## src/rtl/core/rdoq_pkg.sv

```systemverilog
// Shared types, widths and the helper function of the rate-distortion optimized quantizer.
package rdoq_pkg;

   localparam int COEF_W       = 16;
   localparam int STEP_W       = 16;
   localparam int WEIGHT_W     = 24;
   localparam int LEVEL_W      = 16;
   localparam int MAG_W        = 17;
   localparam int BITS_W       = 6;
   localparam int PROD_W       = WEIGHT_W + STEP_W;
   localparam int SQUARE_W     = 2 * STEP_W;
   localparam int CAND_COST_W  = 41;
   localparam int ITEM_COST_W  = 40;
   localparam int BLOCK_COST_W = 50;
   localparam int DIV_COUNT_W  = 4;
   localparam int RSP_DATA_W   = 112;
   localparam int CSR_INDEX_W  = 1;
   localparam int CSR_DATA_W   = 24;

   localparam logic [STEP_W-1:0]       QUANT_STEP_RESET  = 16'd1;
   localparam logic [WEIGHT_W-1:0]     RATE_WEIGHT_RESET = 24'd256;
   localparam logic [BLOCK_COST_W-1:0] BLOCK_COST_MAX    = {BLOCK_COST_W{1'b1}};

   typedef enum logic [CSR_INDEX_W-1:0] {
      CSR_QUANT_STEP  = 1'b0,
      CSR_RATE_WEIGHT = 1'b1
   } csr_index_type;

   typedef enum logic [2:0] {
      ST_IDLE,
      ST_DIVIDE,
      ST_SQUARE,
      ST_RATE,
      ST_COMPARE,
      ST_DONE
   } state_type;

   typedef enum logic [1:0] {
      CAND_ZERO,
      CAND_FLOOR,
      CAND_CEIL
   } cand_type;

   typedef enum logic [1:0] {
      COST_HOLD,
      COST_SQUARE,
      COST_RATE
   } cost_op_type;

   typedef struct packed {
      logic [STEP_W-1:0] quotient;
      logic [STEP_W-1:0] remainder;
      logic              done;
   } div_result_type;

   // Rate of a level from its magnitude: 0, 3, or 2*floor(log2(mag+1))+2.
   function automatic logic [BITS_W-1:0] level_bits(input logic [MAG_W-1:0] mag);
      logic [MAG_W:0]    val;
      logic [BITS_W-1:0] msb;
      logic [BITS_W-1:0] result;
      val = {1'b0, mag} + {{MAG_W{1'b0}}, 1'b1};
      msb = '0;
      for (int i = 0; i <= MAG_W; i++) begin
         if (val[i]) begin
            msb = BITS_W'(i);
         end
      end
      if (mag == '0) begin
         result = '0;
      end else if (mag == {{(MAG_W-1){1'b0}}, 1'b1}) begin
         result = BITS_W'(3);
      end else begin
         result = BITS_W'({msb, 1'b0} + BITS_W'(2));
      end
      return result;
   endfunction

endpackage

```

## src/rtl/core/rdoq_divider.sv

```systemverilog
// Serial restoring divider: one quotient bit per cycle for an unsigned 16-bit dividend.
module rdoq_divider (
   input  logic                          clock,
   input  logic                          reset,
   input  logic                          start,
   input  logic [rdoq_pkg::STEP_W-1:0]   dividend,
   input  logic [rdoq_pkg::STEP_W-1:0]   divisor,
   output rdoq_pkg::div_result_type      result
);

   logic                                busy_ff, busy_in;
   logic                                done_ff, done_in;
   logic [rdoq_pkg::DIV_COUNT_W-1:0]    count_ff, count_in;
   logic [rdoq_pkg::STEP_W-1:0]         rem_ff, rem_in;
   logic [rdoq_pkg::STEP_W-1:0]         work_ff, work_in;
   logic [rdoq_pkg::STEP_W-1:0]         divisor_ff, divisor_in;
   logic [rdoq_pkg::STEP_W:0]           trial;
   logic [rdoq_pkg::STEP_W:0]           diff;
   logic                                fits;

   always_comb begin
      trial   = {rem_ff, work_ff[rdoq_pkg::STEP_W-1]};
      diff    = trial - {1'b0, divisor_ff};
      fits    = trial >= {1'b0, divisor_ff};
      busy_in    = busy_ff;
      done_in    = 1'b0;
      count_in   = count_ff;
      rem_in     = rem_ff;
      work_in    = work_ff;
      divisor_in = divisor_ff;
      if (start) begin
         busy_in    = 1'b1;
         count_in   = '0;
         rem_in     = '0;
         work_in    = dividend;
         divisor_in = divisor;
      end else if (busy_ff) begin
         rem_in   = fits ? diff[rdoq_pkg::STEP_W-1:0] : trial[rdoq_pkg::STEP_W-1:0];
         work_in  = {work_ff[rdoq_pkg::STEP_W-2:0], fits};
         count_in = count_ff + rdoq_pkg::DIV_COUNT_W'(1);
         if (count_ff == {rdoq_pkg::DIV_COUNT_W{1'b1}}) begin
            busy_in = 1'b0;
            done_in = 1'b1;
         end
      end
   end

   always_ff @(posedge clock) begin
      if (reset) begin
         busy_ff  <= 1'b0;
         done_ff  <= 1'b0;
         count_ff <= '0;
      end else begin
         busy_ff  <= busy_in;
         done_ff  <= done_in;
         count_ff <= count_in;
      end
      rem_ff     <= rem_in;
      work_ff    <= work_in;
      divisor_ff <= divisor_in;
   end

   assign result.quotient  = work_ff;
   assign result.remainder = rem_ff;
   assign result.done      = done_ff;

endmodule

```

## src/rtl/core/rdoq_cost_unit.sv

```systemverilog
// Shared multiplier that forms a candidate cost as squared error times 256 plus weighted rate.
module rdoq_cost_unit (
   input  logic                              clock,
   input  rdoq_pkg::cost_op_type             op,
   input  logic [rdoq_pkg::STEP_W-1:0]       distance,
   input  logic [rdoq_pkg::WEIGHT_W-1:0]     weight,
   input  logic [rdoq_pkg::BITS_W-1:0]       rate_bits,
   output logic [rdoq_pkg::CAND_COST_W-1:0]  cost
);

   logic [rdoq_pkg::WEIGHT_W-1:0] mul_a;
   logic [rdoq_pkg::STEP_W-1:0]   mul_b;
   logic [rdoq_pkg::PROD_W-1:0]   prod_ff, prod_in;
   logic [rdoq_pkg::SQUARE_W-1:0] square_ff, square_in;

   always_comb begin
      mul_a     = rdoq_pkg::WEIGHT_W'(distance);
      mul_b     = distance;
      prod_in   = prod_ff;
      square_in = square_ff;
      unique case (op)
         rdoq_pkg::COST_SQUARE: begin
            prod_in = mul_a * mul_b;
         end
         rdoq_pkg::COST_RATE: begin
            // The squared error moves aside while the multiplier forms the rate term.
            mul_a     = weight;
            mul_b     = rdoq_pkg::STEP_W'(rate_bits);
            square_in = prod_ff[rdoq_pkg::SQUARE_W-1:0];
            prod_in   = mul_a * mul_b;
         end
         default: begin
         end
      endcase
   end

   always_ff @(posedge clock) begin
      prod_ff   <= prod_in;
      square_ff <= square_in;
   end

   assign cost = {1'b0, square_ff, 8'b0} + rdoq_pkg::CAND_COST_W'(prod_ff);

endmodule

```

## src/rtl/core/rd_optimized_quantizer_unit.sv

```systemverilog
// Top level of the rate-distortion optimized quantizer: sequencer, block total and ports.
//
// Each coefficient item is divided by quant_step in a serial restoring divider, after which up
// to three candidate levels (zero, floor and ceiling of the quotient) are costed one after
// another on a single shared multiplier, in three steps per candidate: squared error, rate
// term, then add and compare. The chosen result then moves into the output register once that
// register is free. Only distinct candidates are costed, from one to three per item.
// req_tready is high only while the sequencer is idle; a finished result waits in the output
// register, so the next item can be taken before the previous result is drained.
// The cost of the chosen level is reported with a running block total that saturates at
// 2^50-1 and returns to zero after the item flagged by req_tlast. A quant_step of zero behaves
// as one. Configuration writes are always accepted and must only be issued while idle.
module rd_optimized_quantizer_unit (
   input  logic                                  clock,
   input  logic                                  reset,
   // Configuration write channel.
   input  logic                                  csr_valid,
   output logic                                  csr_ready,
   input  logic [rdoq_pkg::CSR_INDEX_W-1:0]      csr_index,
   input  logic [rdoq_pkg::CSR_DATA_W-1:0]       csr_data,
   // Input item channel.
   input  logic                                  req_tvalid,
   output logic                                  req_tready,
   input  logic [rdoq_pkg::COEF_W-1:0]           req_tdata,  // [15:0] coefficient
   input  logic                                  req_tlast,  // last_in
   // Result item channel.
   output logic                                  rsp_tvalid,
   input  logic                                  rsp_tready,
   output logic [rdoq_pkg::RSP_DATA_W-1:0]       rsp_tdata,  // [15:0] level, [55:16] item_cost,
                                                             // [105:56] block_cost, rest zero
   output logic                                  rsp_tlast   // last_out
);

   // Configuration registers.
   logic [rdoq_pkg::STEP_W-1:0]        quant_step_ff, quant_step_in;
   logic [rdoq_pkg::WEIGHT_W-1:0]      rate_weight_ff, rate_weight_in;
   logic [rdoq_pkg::STEP_W-1:0]        step_eff;

   // Sequencer state.
   rdoq_pkg::state_type                state_ff, state_in;
   rdoq_pkg::cand_type                 cand_ff, cand_in;

   // Per-item working registers.
   logic                               neg_ff, neg_in;
   logic                               last_ff, last_in;
   logic [rdoq_pkg::STEP_W-1:0]        coef_mag_ff, coef_mag_in;
   logic [rdoq_pkg::LEVEL_W-1:0]       floor_level_ff, floor_level_in;
   logic [rdoq_pkg::LEVEL_W-1:0]       ceil_level_ff, ceil_level_in;
   logic [rdoq_pkg::MAG_W-1:0]         floor_mag_ff, floor_mag_in;
   logic [rdoq_pkg::MAG_W-1:0]         ceil_mag_ff, ceil_mag_in;
   logic [rdoq_pkg::STEP_W-1:0]        floor_dist_ff, floor_dist_in;
   logic [rdoq_pkg::STEP_W-1:0]        ceil_dist_ff, ceil_dist_in;
   logic                               floor_ok_ff, floor_ok_in;
   logic                               ceil_ok_ff, ceil_ok_in;
   logic [rdoq_pkg::LEVEL_W-1:0]       best_level_ff, best_level_in;
   logic [rdoq_pkg::CAND_COST_W-1:0]   best_cost_ff, best_cost_in;

   // Block total and output register.
   logic [rdoq_pkg::BLOCK_COST_W-1:0]  total_ff, total_in;
   logic                               rsp_valid_ff, rsp_valid_in;
   logic [rdoq_pkg::LEVEL_W-1:0]       rsp_level_ff, rsp_level_in;
   logic [rdoq_pkg::ITEM_COST_W-1:0]   rsp_item_ff, rsp_item_in;
   logic [rdoq_pkg::BLOCK_COST_W-1:0]  rsp_block_ff, rsp_block_in;
   logic                               rsp_last_ff, rsp_last_in;

   // Datapath helpers.
   logic                               req_accept;
   logic [rdoq_pkg::STEP_W-1:0]        req_mag;
   rdoq_pkg::div_result_type           div_result;
   logic [rdoq_pkg::MAG_W-1:0]         quot_plus;
   logic [rdoq_pkg::STEP_W-1:0]        step_minus_rem;
   logic                               rem_nonzero;
   rdoq_pkg::cost_op_type              cost_op;
   logic [rdoq_pkg::STEP_W-1:0]        cand_dist;
   logic [rdoq_pkg::MAG_W-1:0]         cand_mag;
   logic [rdoq_pkg::LEVEL_W-1:0]       cand_level;
   logic [rdoq_pkg::CAND_COST_W-1:0]   cand_cost;
   logic [rdoq_pkg::BLOCK_COST_W:0]    total_sum;
   logic [rdoq_pkg::BLOCK_COST_W-1:0]  total_sat;
   logic                               out_free;

   assign csr_ready  = 1'b1;
   assign req_tready = (state_ff == rdoq_pkg::ST_IDLE);
   assign req_accept = req_tvalid && req_tready;
   assign step_eff   = (quant_step_ff == '0) ? rdoq_pkg::STEP_W'(1) : quant_step_ff;

   // Magnitude of the incoming coefficient; the most negative value maps to 0x8000.
   assign req_mag = req_tdata[rdoq_pkg::COEF_W-1] ? (~req_tdata + rdoq_pkg::STEP_W'(1))
                                                  : req_tdata;

   // Configuration writes.
   always_comb begin
      quant_step_in  = quant_step_ff;
      rate_weight_in = rate_weight_ff;
      if (csr_valid && csr_ready) begin
         if (csr_index == rdoq_pkg::CSR_QUANT_STEP) begin
            quant_step_in = csr_data[rdoq_pkg::STEP_W-1:0];
         end else if (csr_index == rdoq_pkg::CSR_RATE_WEIGHT) begin
            rate_weight_in = csr_data;
         end
      end
   end

   rdoq_divider u_divider (
      .clock    (clock),
      .reset    (reset),
      .start    (req_accept),
      .dividend (req_mag),
      .divisor  (step_eff),
      .result   (div_result)
   );

   // Candidate levels from the unsigned quotient and remainder. The distances to the floor and
   // ceiling reconstruction points are the remainder and the step minus the remainder.
   assign quot_plus      = {1'b0, div_result.quotient} + rdoq_pkg::MAG_W'(1);
   assign step_minus_rem = step_eff - div_result.remainder;
   assign rem_nonzero    = (div_result.remainder != '0);

   // Operands of the candidate now being costed.
   always_comb begin
      unique case (cand_ff)
         rdoq_pkg::CAND_FLOOR: begin
            cand_dist  = floor_dist_ff;
            cand_mag   = floor_mag_ff;
            cand_level = floor_level_ff;
         end
         rdoq_pkg::CAND_CEIL: begin
            cand_dist  = ceil_dist_ff;
            cand_mag   = ceil_mag_ff;
            cand_level = ceil_level_ff;
         end
         default: begin
            cand_dist  = coef_mag_ff;
            cand_mag   = '0;
            cand_level = '0;
         end
      endcase
   end

   rdoq_cost_unit u_cost_unit (
      .clock     (clock),
      .op        (cost_op),
      .distance  (cand_dist),
      .weight    (rate_weight_ff),
      .rate_bits (rdoq_pkg::level_bits(cand_mag)),
      .cost      (cand_cost)
   );

   // Saturating block total including the chosen cost.
   assign total_sum = {1'b0, total_ff} + rdoq_pkg::BLOCK_COST_W'(best_cost_ff) +
                      (rdoq_pkg::BLOCK_COST_W + 1)'(0);
   assign total_sat = total_sum[rdoq_pkg::BLOCK_COST_W] ? rdoq_pkg::BLOCK_COST_MAX
                                                         : total_sum[rdoq_pkg::BLOCK_COST_W-1:0];
   assign out_free  = !rsp_valid_ff || rsp_tready;

   // Sequencer: next state and working registers.
   always_comb begin
      state_in       = state_ff;
      cand_in        = cand_ff;
      neg_in         = neg_ff;
      last_in        = last_ff;
      coef_mag_in    = coef_mag_ff;
      floor_level_in = floor_level_ff;
      ceil_level_in  = ceil_level_ff;
      floor_mag_in   = floor_mag_ff;
      ceil_mag_in    = ceil_mag_ff;
      floor_dist_in  = floor_dist_ff;
      ceil_dist_in   = ceil_dist_ff;
      floor_ok_in    = floor_ok_ff;
      ceil_ok_in     = ceil_ok_ff;
      best_level_in  = best_level_ff;
      best_cost_in   = best_cost_ff;
      total_in       = total_ff;
      rsp_valid_in   = rsp_valid_ff && !rsp_tready;
      rsp_level_in   = rsp_level_ff;
      rsp_item_in    = rsp_item_ff;
      rsp_block_in   = rsp_block_ff;
      rsp_last_in    = rsp_last_ff;
      cost_op        = rdoq_pkg::COST_HOLD;

      unique case (state_ff)
         rdoq_pkg::ST_IDLE: begin
            if (req_accept) begin
               neg_in      = req_tdata[rdoq_pkg::COEF_W-1];
               last_in     = req_tlast;
               coef_mag_in = req_mag;
               state_in    = rdoq_pkg::ST_DIVIDE;
            end
         end
         rdoq_pkg::ST_DIVIDE: begin
            if (div_result.done) begin
               if (!neg_ff) begin
                  floor_mag_in  = {1'b0, div_result.quotient};
                  floor_dist_in = div_result.remainder;
                  ceil_mag_in   = quot_plus;
                  ceil_dist_in  = step_minus_rem;
               end else if (rem_nonzero) begin
                  floor_mag_in  = quot_plus;
                  floor_dist_in = step_minus_rem;
                  ceil_mag_in   = {1'b0, div_result.quotient};
                  ceil_dist_in  = div_result.remainder;
               end else begin
                  floor_mag_in  = {1'b0, div_result.quotient};
                  floor_dist_in = '0;
                  ceil_mag_in   = {1'b0, div_result.quotient};
                  ceil_dist_in  = '0;
               end
               floor_level_in = neg_ff ? (~floor_mag_in[rdoq_pkg::LEVEL_W-1:0] +
                                          rdoq_pkg::LEVEL_W'(1))
                                       : floor_mag_in[rdoq_pkg::LEVEL_W-1:0];
               ceil_level_in  = neg_ff ? (~ceil_mag_in[rdoq_pkg::LEVEL_W-1:0] +
                                          rdoq_pkg::LEVEL_W'(1))
                                       : ceil_mag_in[rdoq_pkg::LEVEL_W-1:0];
               // Duplicate candidates are skipped: a zero floor, and a ceiling that is zero
               // or equal to the floor when the division is exact.
               floor_ok_in = (floor_mag_in != '0);
               ceil_ok_in  = rem_nonzero && (ceil_mag_in != '0);
               cand_in     = rdoq_pkg::CAND_ZERO;
               state_in    = rdoq_pkg::ST_SQUARE;
            end
         end
         rdoq_pkg::ST_SQUARE: begin
            cost_op  = rdoq_pkg::COST_SQUARE;
            state_in = rdoq_pkg::ST_RATE;
         end
         rdoq_pkg::ST_RATE: begin
            cost_op  = rdoq_pkg::COST_RATE;
            state_in = rdoq_pkg::ST_COMPARE;
         end
         rdoq_pkg::ST_COMPARE: begin
            // The zero candidate seeds the search; later ones must be strictly cheaper.
            if (cand_ff == rdoq_pkg::CAND_ZERO || cand_cost < best_cost_ff) begin
               best_cost_in  = cand_cost;
               best_level_in = cand_level;
            end
            state_in = rdoq_pkg::ST_DONE;
            if (cand_ff == rdoq_pkg::CAND_ZERO && floor_ok_ff) begin
               cand_in  = rdoq_pkg::CAND_FLOOR;
               state_in = rdoq_pkg::ST_SQUARE;
            end else if (cand_ff != rdoq_pkg::CAND_CEIL && ceil_ok_ff) begin
               cand_in  = rdoq_pkg::CAND_CEIL;
               state_in = rdoq_pkg::ST_SQUARE;
            end
         end
         rdoq_pkg::ST_DONE: begin
            if (out_free) begin
               rsp_valid_in = 1'b1;
               rsp_level_in = best_level_ff;
               rsp_item_in  = best_cost_ff[rdoq_pkg::ITEM_COST_W-1:0];
               rsp_block_in = total_sat;
               rsp_last_in  = last_ff;
               total_in     = last_ff ? '0 : total_sat;
               state_in     = rdoq_pkg::ST_IDLE;
            end
         end
         default: begin
            state_in = rdoq_pkg::ST_IDLE;
         end
      endcase
   end

   always_ff @(posedge clock) begin
      if (reset) begin
         state_ff       <= rdoq_pkg::ST_IDLE;
         cand_ff        <= rdoq_pkg::CAND_ZERO;
         quant_step_ff  <= rdoq_pkg::QUANT_STEP_RESET;
         rate_weight_ff <= rdoq_pkg::RATE_WEIGHT_RESET;
         total_ff       <= '0;
         rsp_valid_ff   <= 1'b0;
      end else begin
         state_ff       <= state_in;
         cand_ff        <= cand_in;
         quant_step_ff  <= quant_step_in;
         rate_weight_ff <= rate_weight_in;
         total_ff       <= total_in;
         rsp_valid_ff   <= rsp_valid_in;
      end
      neg_ff         <= neg_in;
      last_ff        <= last_in;
      coef_mag_ff    <= coef_mag_in;
      floor_level_ff <= floor_level_in;
      ceil_level_ff  <= ceil_level_in;
      floor_mag_ff   <= floor_mag_in;
      ceil_mag_ff    <= ceil_mag_in;
      floor_dist_ff  <= floor_dist_in;
      ceil_dist_ff   <= ceil_dist_in;
      floor_ok_ff    <= floor_ok_in;
      ceil_ok_ff     <= ceil_ok_in;
      best_level_ff  <= best_level_in;
      best_cost_ff   <= best_cost_in;
      rsp_level_ff   <= rsp_level_in;
      rsp_item_ff    <= rsp_item_in;
      rsp_block_ff   <= rsp_block_in;
      rsp_last_ff    <= rsp_last_in;
   end

   assign rsp_tvalid = rsp_valid_ff;
   assign rsp_tlast  = rsp_last_ff;
   assign rsp_tdata  = {{(rdoq_pkg::RSP_DATA_W - rdoq_pkg::LEVEL_W - rdoq_pkg::ITEM_COST_W -
                          rdoq_pkg::BLOCK_COST_W){1'b0}},
                        rsp_block_ff, rsp_item_ff, rsp_level_ff};

endmodule
```

## config.mk

```make
export PLATFORM = sky130hd
export DESIGN_NAME = rd_optimized_quantizer_unit
export DESIGN_NICKNAME = d
export VERILOG_FILES = /design/src/rtl/core/rdoq_pkg.sv /design/src/rtl/core/rdoq_divider.sv /design/src/rtl/core/rdoq_cost_unit.sv /design/src/rtl/core/rd_optimized_quantizer_unit.sv
export SDC_FILE = /design/constraint.sdc
export NUM_CORES = 2
export LEC_CHECK = 0
export BUFFER_PORTS_ARGS = -buffer_cell sky130_fd_sc_hd__buf_2
export CAP_MARGIN = 20
export CORE_UTILIZATION = 41
export DETAILED_ROUTE_END_ITERATION = 7
export RECOVER_POWER = 100
export SLEW_MARGIN = 5
export SYNTH_ARGS = -nofsm -noshare
export SYNTH_HDL_FRONTEND = slang
export SYNTH_SLANG_ARGS = --single-unit
```

## constraint.sdc

```tcl
create_clock -name clock -period 9.95 [get_ports clock]
set_input_delay 0.995 -clock clock [delete_from_list [all_inputs] [get_ports clock]]
set_output_delay 0.995 -clock clock [all_outputs]
set_load 0.05 [all_outputs]
```

# Word-level counts from Yosys, hierarchy flattened
# Index checks and enable logic that the tools add are counted.
# Widths: inputs -> output; s select.
# word_totals
register_bits,504
in_bits,47
out_inout_bits,116
# classes
add_sub_neg,11
multipliers,2
n_lt_le_gt_ge,2
eq_ne,16
n_mux,60
bitwise_logic,5
reduce_logical,29
# ops
operator,n
$mux 16,11
$mux 17,7
$mux 50,2
$mux 5,16
$pmux 40 s2,1
$pmux 16 s2,2
$add 50x41->51,1
$add 16x1->16 const B,3
$not 16->16,3
$add 40x40->41,1
$lt 41x41->1,1
$pmux 17 s2,1
$reduce_bool 17->1,2
$mul 16x16->32,1
$sub 16x16->16,2
$mul 24x6->30,1
$add 17x1->18 const B,1
$pmux 3 s6,1
$add 16x1->17 const B,1
$eq 17x1->1 const B,1
$ge 17x16->1,1
$logic_not 17->1,1
$logic_not 16->1,1
$reduce_bool 16->1,1
other kinds (27),62

# Depth between registers and ports, before layout
# logic_depth
depth_word,25
depth_mapped,38
mapped_depth_nobuf,34

# Cells and area by module
# A second synthesis with hierarchy kept.
# unflattened
cells_unflattened,4028
area_unflattened_um2,38838.5
# by_module_without_submodules
module,instances,cells_per_inst,area_each_um2
rd_optimized_quantizer_unit,1,1995,20228.2
rdoq_cost_unit,1,1714,15483.6
rdoq_divider,1,319,3126.7

# Least setup slack after synthesis
# OpenSTA, ideal clock, no wires.
# synth_path
path_kind,register to register
from,register u_cost_unit.prod_ff[8] (netlist name)
to,"register best_cost_ff[0] (netlist name), enable pin"
arrival_time_ns,8.813
required_time_ns,9.393
path_slack_ns,0.580
path_stages_with_launch,24
path_cell_list,edfxtp_1 > ha_1 > fa_1 > a21o_1 > a21oi_1 > o211ai_1 > a2111oi_1 > o311ai_0 > a31oi_1 > nor2b_1 > a221oi_1 > nor2_1 > xor2_1 > ha_1 > a21o_1 > a21o_1 > a21o_1 > a21oi_1 > nor2b_1 > o21ai_0 > nand2b_1 > a21oi_1 > nor2_1 > a211oi_1
# synth_via
elab_chain_cells,4
# synth_lines
item,line_no,rtl
"start, declared",rdoq_cost_unit.sv:13,"logic [rdoq_pkg::PROD_W-1:0] prod_ff, prod_in;"
"start signal, assigned",rdoq_cost_unit.sv:38,prod_ff <= prod_in;
$add 40x40->41,rdoq_cost_unit.sv:42,"assign cost = {1'b0, square_ff, 8'b0} + rdoq_pkg::CAND_COST_W'(prod_ff);"
via cand_cost (one bit),rd_optimized_quantizer_unit.sv:77,logic [rdoq_pkg::CAND_COST_W-1:0] cand_cost;
$lt 41x41->1,rd_optimized_quantizer_unit.sv:232,if (cand_ff == rdoq_pkg::CAND_ZERO || cand_cost < best_cost_ff) begin
$logic_or 1x1->1,rd_optimized_quantizer_unit.sv:232,
$reduce_and 2->1 (no source line),--,
"end signal, assigned",rd_optimized_quantizer_unit.sv:290,best_cost_ff <= best_cost_in;
"end, declared",rd_optimized_quantizer_unit.sv:56,"logic [rdoq_pkg::CAND_COST_W-1:0] best_cost_ff, best_cost_in;"
# The timed path passes the listed nets, and every way through them passes these cells.
# A chain may end at the register's enable or synchronous reset.

# Final worst setup path
# layout_path
from,register cand_ff[1]
to,register u_cost_unit.prod_ff[28] (netlist name) (data pin)
# layout_via
elab_chain_cells,25
elab_cells_between_ends,30
# layout_lines
item,line_no,rtl
"start, declared",rd_optimized_quantizer_unit.sv:41,"rdoq_pkg::cand_type cand_ff, cand_in;"
"start signal, assigned",rd_optimized_quantizer_unit.sv:265,cand_ff <= rdoq_pkg::CAND_ZERO;
"start signal, assigned",rd_optimized_quantizer_unit.sv:272,cand_ff <= cand_in;
$eq 2x2->1 or $eq 2x1->1 (tied branches),rd_optimized_quantizer_unit.sv:121,unique case (cand_ff)
$pmux 17 s2,rd_optimized_quantizer_unit.sv:121,
$add 17x1->18,rdoq_pkg.sv:61,"val = {1'b0, mag} + {{MAG_W{1'b0}}, 1'b1};"
$mux 1,rdoq_pkg.sv:64,if (val[i]) begin
$mux 5 (16 in a row),rdoq_pkg.sv:64,
$add 6x2->6,rdoq_pkg.sv:73,"result = BITS_W'({msb, 1'b0} + BITS_W'(2));"
$mux 6,rdoq_pkg.sv:70,"end else if (mag == {{(MAG_W-1){1'b0}}, 1'b1}) begin"
$mux 6,rdoq_pkg.sv:68,if (mag == '0) begin
$mul 24x6->30,rdoq_cost_unit.sv:30,prod_in = mul_a * mul_b;
$pmux 40 s2 (*),rdoq_cost_unit.sv:21,unique case (op)
via u_cost_unit.prod_in (one bit),rdoq_cost_unit.sv:13,
# The timed path passes the listed nets; every way through them passes the cells marked *. The select of a mux whose other input is x is not followed.

==> out/qor.yml <==
drt:
  post_drt_wl_per_cell_um: 18.6
  drt_pass1_iterations: 7
  via_per_inst: 5.34
  ant_nets: 0
  routed_wl_um: 94200
  drtIter0Drc: 1786
  drt_drc_violations_left: 0
  vias: 27100
hold_path:
  worstHoldStart: "best_level_ff[10]"
  holdCritPathClass: "flip-flop to flip-flop"
synth:
  ys_seq_area_share_pct: 36.7
  async_flop_share_pct: 0
  synth_cell_types: 99
  syn_area_um2: 37300
  synth.most_common_cell: "nand2_1"
  netlist_top_cells_count: "nand2_1 (420), inv_1 (414), edfxtp_1 (376)"
  synth_cells: 3753
  syn_area_per_cell_um2: 9.93
  synth_ff_type: "edfxtp_1"
  synth_top_area_share_pct: 30.3
  synth-edff-count: 376
  synth-warning-count: 0
  yosys.area.top_type: "edfxtp_1"
  yosys-top-cells-area: "edfxtp_1 (30%), fa_1 (14%), ha_1 (9.4%)"
  synth_seq_cells: 494
run_status:
  violations: "max-capacitance violations, max-slew violations"
  outcome: "finished with violations"
clock_tree:
  postCtsSetupBuffers: 0
  clk_latency_ns: 0.64
  post_cts_resized: 0
  cts_tree: "built"
  cts.sinks: 494
  cts_buffers: 55
  cts_root_buf: "clkbuf_16"
  clockBufferDepth: 3
  cts_hold_buf: 0
  htreeDepth: 2
  clkTransAtPathRegs_ns: 0.06
power_and_ir_drop:
  power_w: 0.0103
  p_leak_nw: 17.3
  vdd_drop_max_mv: 0.420
  power_density_nw_per_um2: 251
placed_design:
  io_buffers: 155
  routabilityCongestion: 0.906
  place_hpwl_um: 73900
worst_setup_path:
  crit_required_ns: 10.32
  cp_top_family: "adder cells"
  critPathSlowestCell: "a2111oi_0"
  slowest_delay_ns: 0.78
  worstPathArrival_ns: 9.75
  critPathLaunch: "cand_ff[1]"
  r2r_start: "cand_ff[1]"
  crit_buf_inv: 7
  critical_path_class: "flip-flop to flip-flop"
  crit_fanout: 39
  crit_path_end_kind: "flip-flop"
  startpoint_type: "flip-flop"
die:
  die_y_um: 303
  dieWidth_um: 303
  ioPinCount: 163
  coreArea_um2: 90000
  dieArea_um2: 92100
  num_rows: 110
  start_util_pct: 41.4
global_route:
  grt.total_usage_pct: 20.7
  grt_max_degree: 89
  grt_pass1_wl_um: 150000
  antenna_found_initial: 2
  overflow: 0
  first_global_vias: 26900
sta:
  final-setup-viol-count: 0
  fin_crit_ns: 9.38
  fin_crit_sh_pct: 94.3
  final_max_slew_viol_count: 618
  rsz0062_at_grt: "false"
  clock_skew_ns: 0.0289
  slew_headroom_pct: -153
  max_freq_mhz: 107
  tns_ns: 0
  tightest_slew_ns: 3.79
  hold_viol_final: 0
finish:
  nFillCells: 8612
  synthToLayoutAreaGrowth_pct: 9.84
  fin_nets: 4431
  drive_above_1_share_pct: 5.37
flow_run:
  drv_cap: 12
==> registers in the layout (all words and copies together) (netlist names), 24 cells and up <==
register and flops:
best_cost_ff 41, rate_weight_ff 24, rsp_block_ff 50, rsp_item_ff 40
total_ff 50, u_cost_unit.prod_ff 32, u_cost_unit.square_ff 32
==> where the power goes <==
group / switching [W] / leakage (nW) / internal (W) / total [W]
clock: 0.000886 / 0.931 / 0.00129 / 0.00217
sequential: 0.0000819 / 4.38 / 0.00254 / 0.00263
combinational: 0.00312 / 12.0 / 0.00234 / 0.00545
total: 0.00408 / 17.3 / 0.00617 / 0.0103
==> path summary, 6_finish.rpt <==
check | to | slack, ns | depth (start not counted)
max | u_cost_unit.prod_ff[28] | 0.57 | 28
min | rsp_level_ff[10] | 0.42 | 0
max reg2reg | u_cost_unit.prod_ff[28] | 0.57 | 28
min reg2reg | rsp_level_ff[10] | 0.42 | 0
==> worst register-to-register path, delay by kind of cell (launching register included) <==
family                     cells  cell delay, ns
and+or+nand+nor                4            0.56
xor gates and xnor gates       1            0.15
AOI/OAI and AO/OA              8            3.05
buffers and inverters          7            1.13
adders and majority gates      8            3.92
DFF                            1            0.32
==> per-layer routing <==
layer  up-vias  part of all wire [%]  GRT usage (%)
li1      13200                     -              -
met1     13200                    46           28.5
met2       630                    47           34.9
met3       113                   4.5           2.36
met4         2                   2.1           4.73
met5         -                 0.039              0
==> through the flow <==
stage | setup WS (ns) | hold WS (ns) | instances | area, µm² | util (%)
after floorplan | 0.580 | 0.400 | 3758 | 37300 | -
after global placement | 0.869 | 0.403 | 4967 | 39200 | 43.6
after detailed placement | 0.755 | 0.407 | 4967 | 39200 | 43.6
after CTS | 0.737 | 0.420 | 5071 | 41100 | 45.7
after global routing | 0.0872 | 0.423 | 5071 | 40900 | 45.5
final | 0.566 | 0.418 | 5072 | 40900 | 45.5
==> cells by family (layout without fill, tap and decap cells) <==
family          count (synthesis)  after routing  synth area share [%]
compound gates                767            767                  13.7
xor+xnor                      229            229                  5.40
fa+ha+maj                     536            536                  23.2
buf+inv                       580            717                  6.05
flops                         494            494                  36.7
mux                            26             26                 0.725
other cells                     2              8                0.0202
simple gates                 1119           1119                  14.3
==> layout make-up <==
type	count	area (µm²)	area share, %
clock buffer	62	1450	3.53
clock inverter	42	490	1.20
timing repair buffer	192	880	2.15
inverter	421	1580	3.86
multi-input combinational	2684	21400	52.3
tap	1176	1470	3.60
sequential	494	13700	33.4
antenna	1	2.50	0.00612
==> layout by cell type, fill, tap and decap left out, drive strengths merged, types with 37 or more instances in the layout <==
| master | instances |
|---|---|
| a21o | 94 |
| a21oi | 222 |
| a22o | 57 |
| a22oi | 44 |
| and2 | 81 |
| and3 | 51 |
| buf | 64 |
| clkbuf | 190 |
| dfxtp | 118 |
| edfxtp | 376 |
| fa | 257 |
| ha | 279 |
| inv | 423 |
| nand2 | 420 |
| nand2b | 39 |
| nand3 | 49 |
| nand4 | 37 |
| nor2 | 248 |
| nor3 | 66 |
| o21ai | 138 |
| xnor2 | 136 |
| xor2 | 93 |
(Power assumes the default switching activity.)
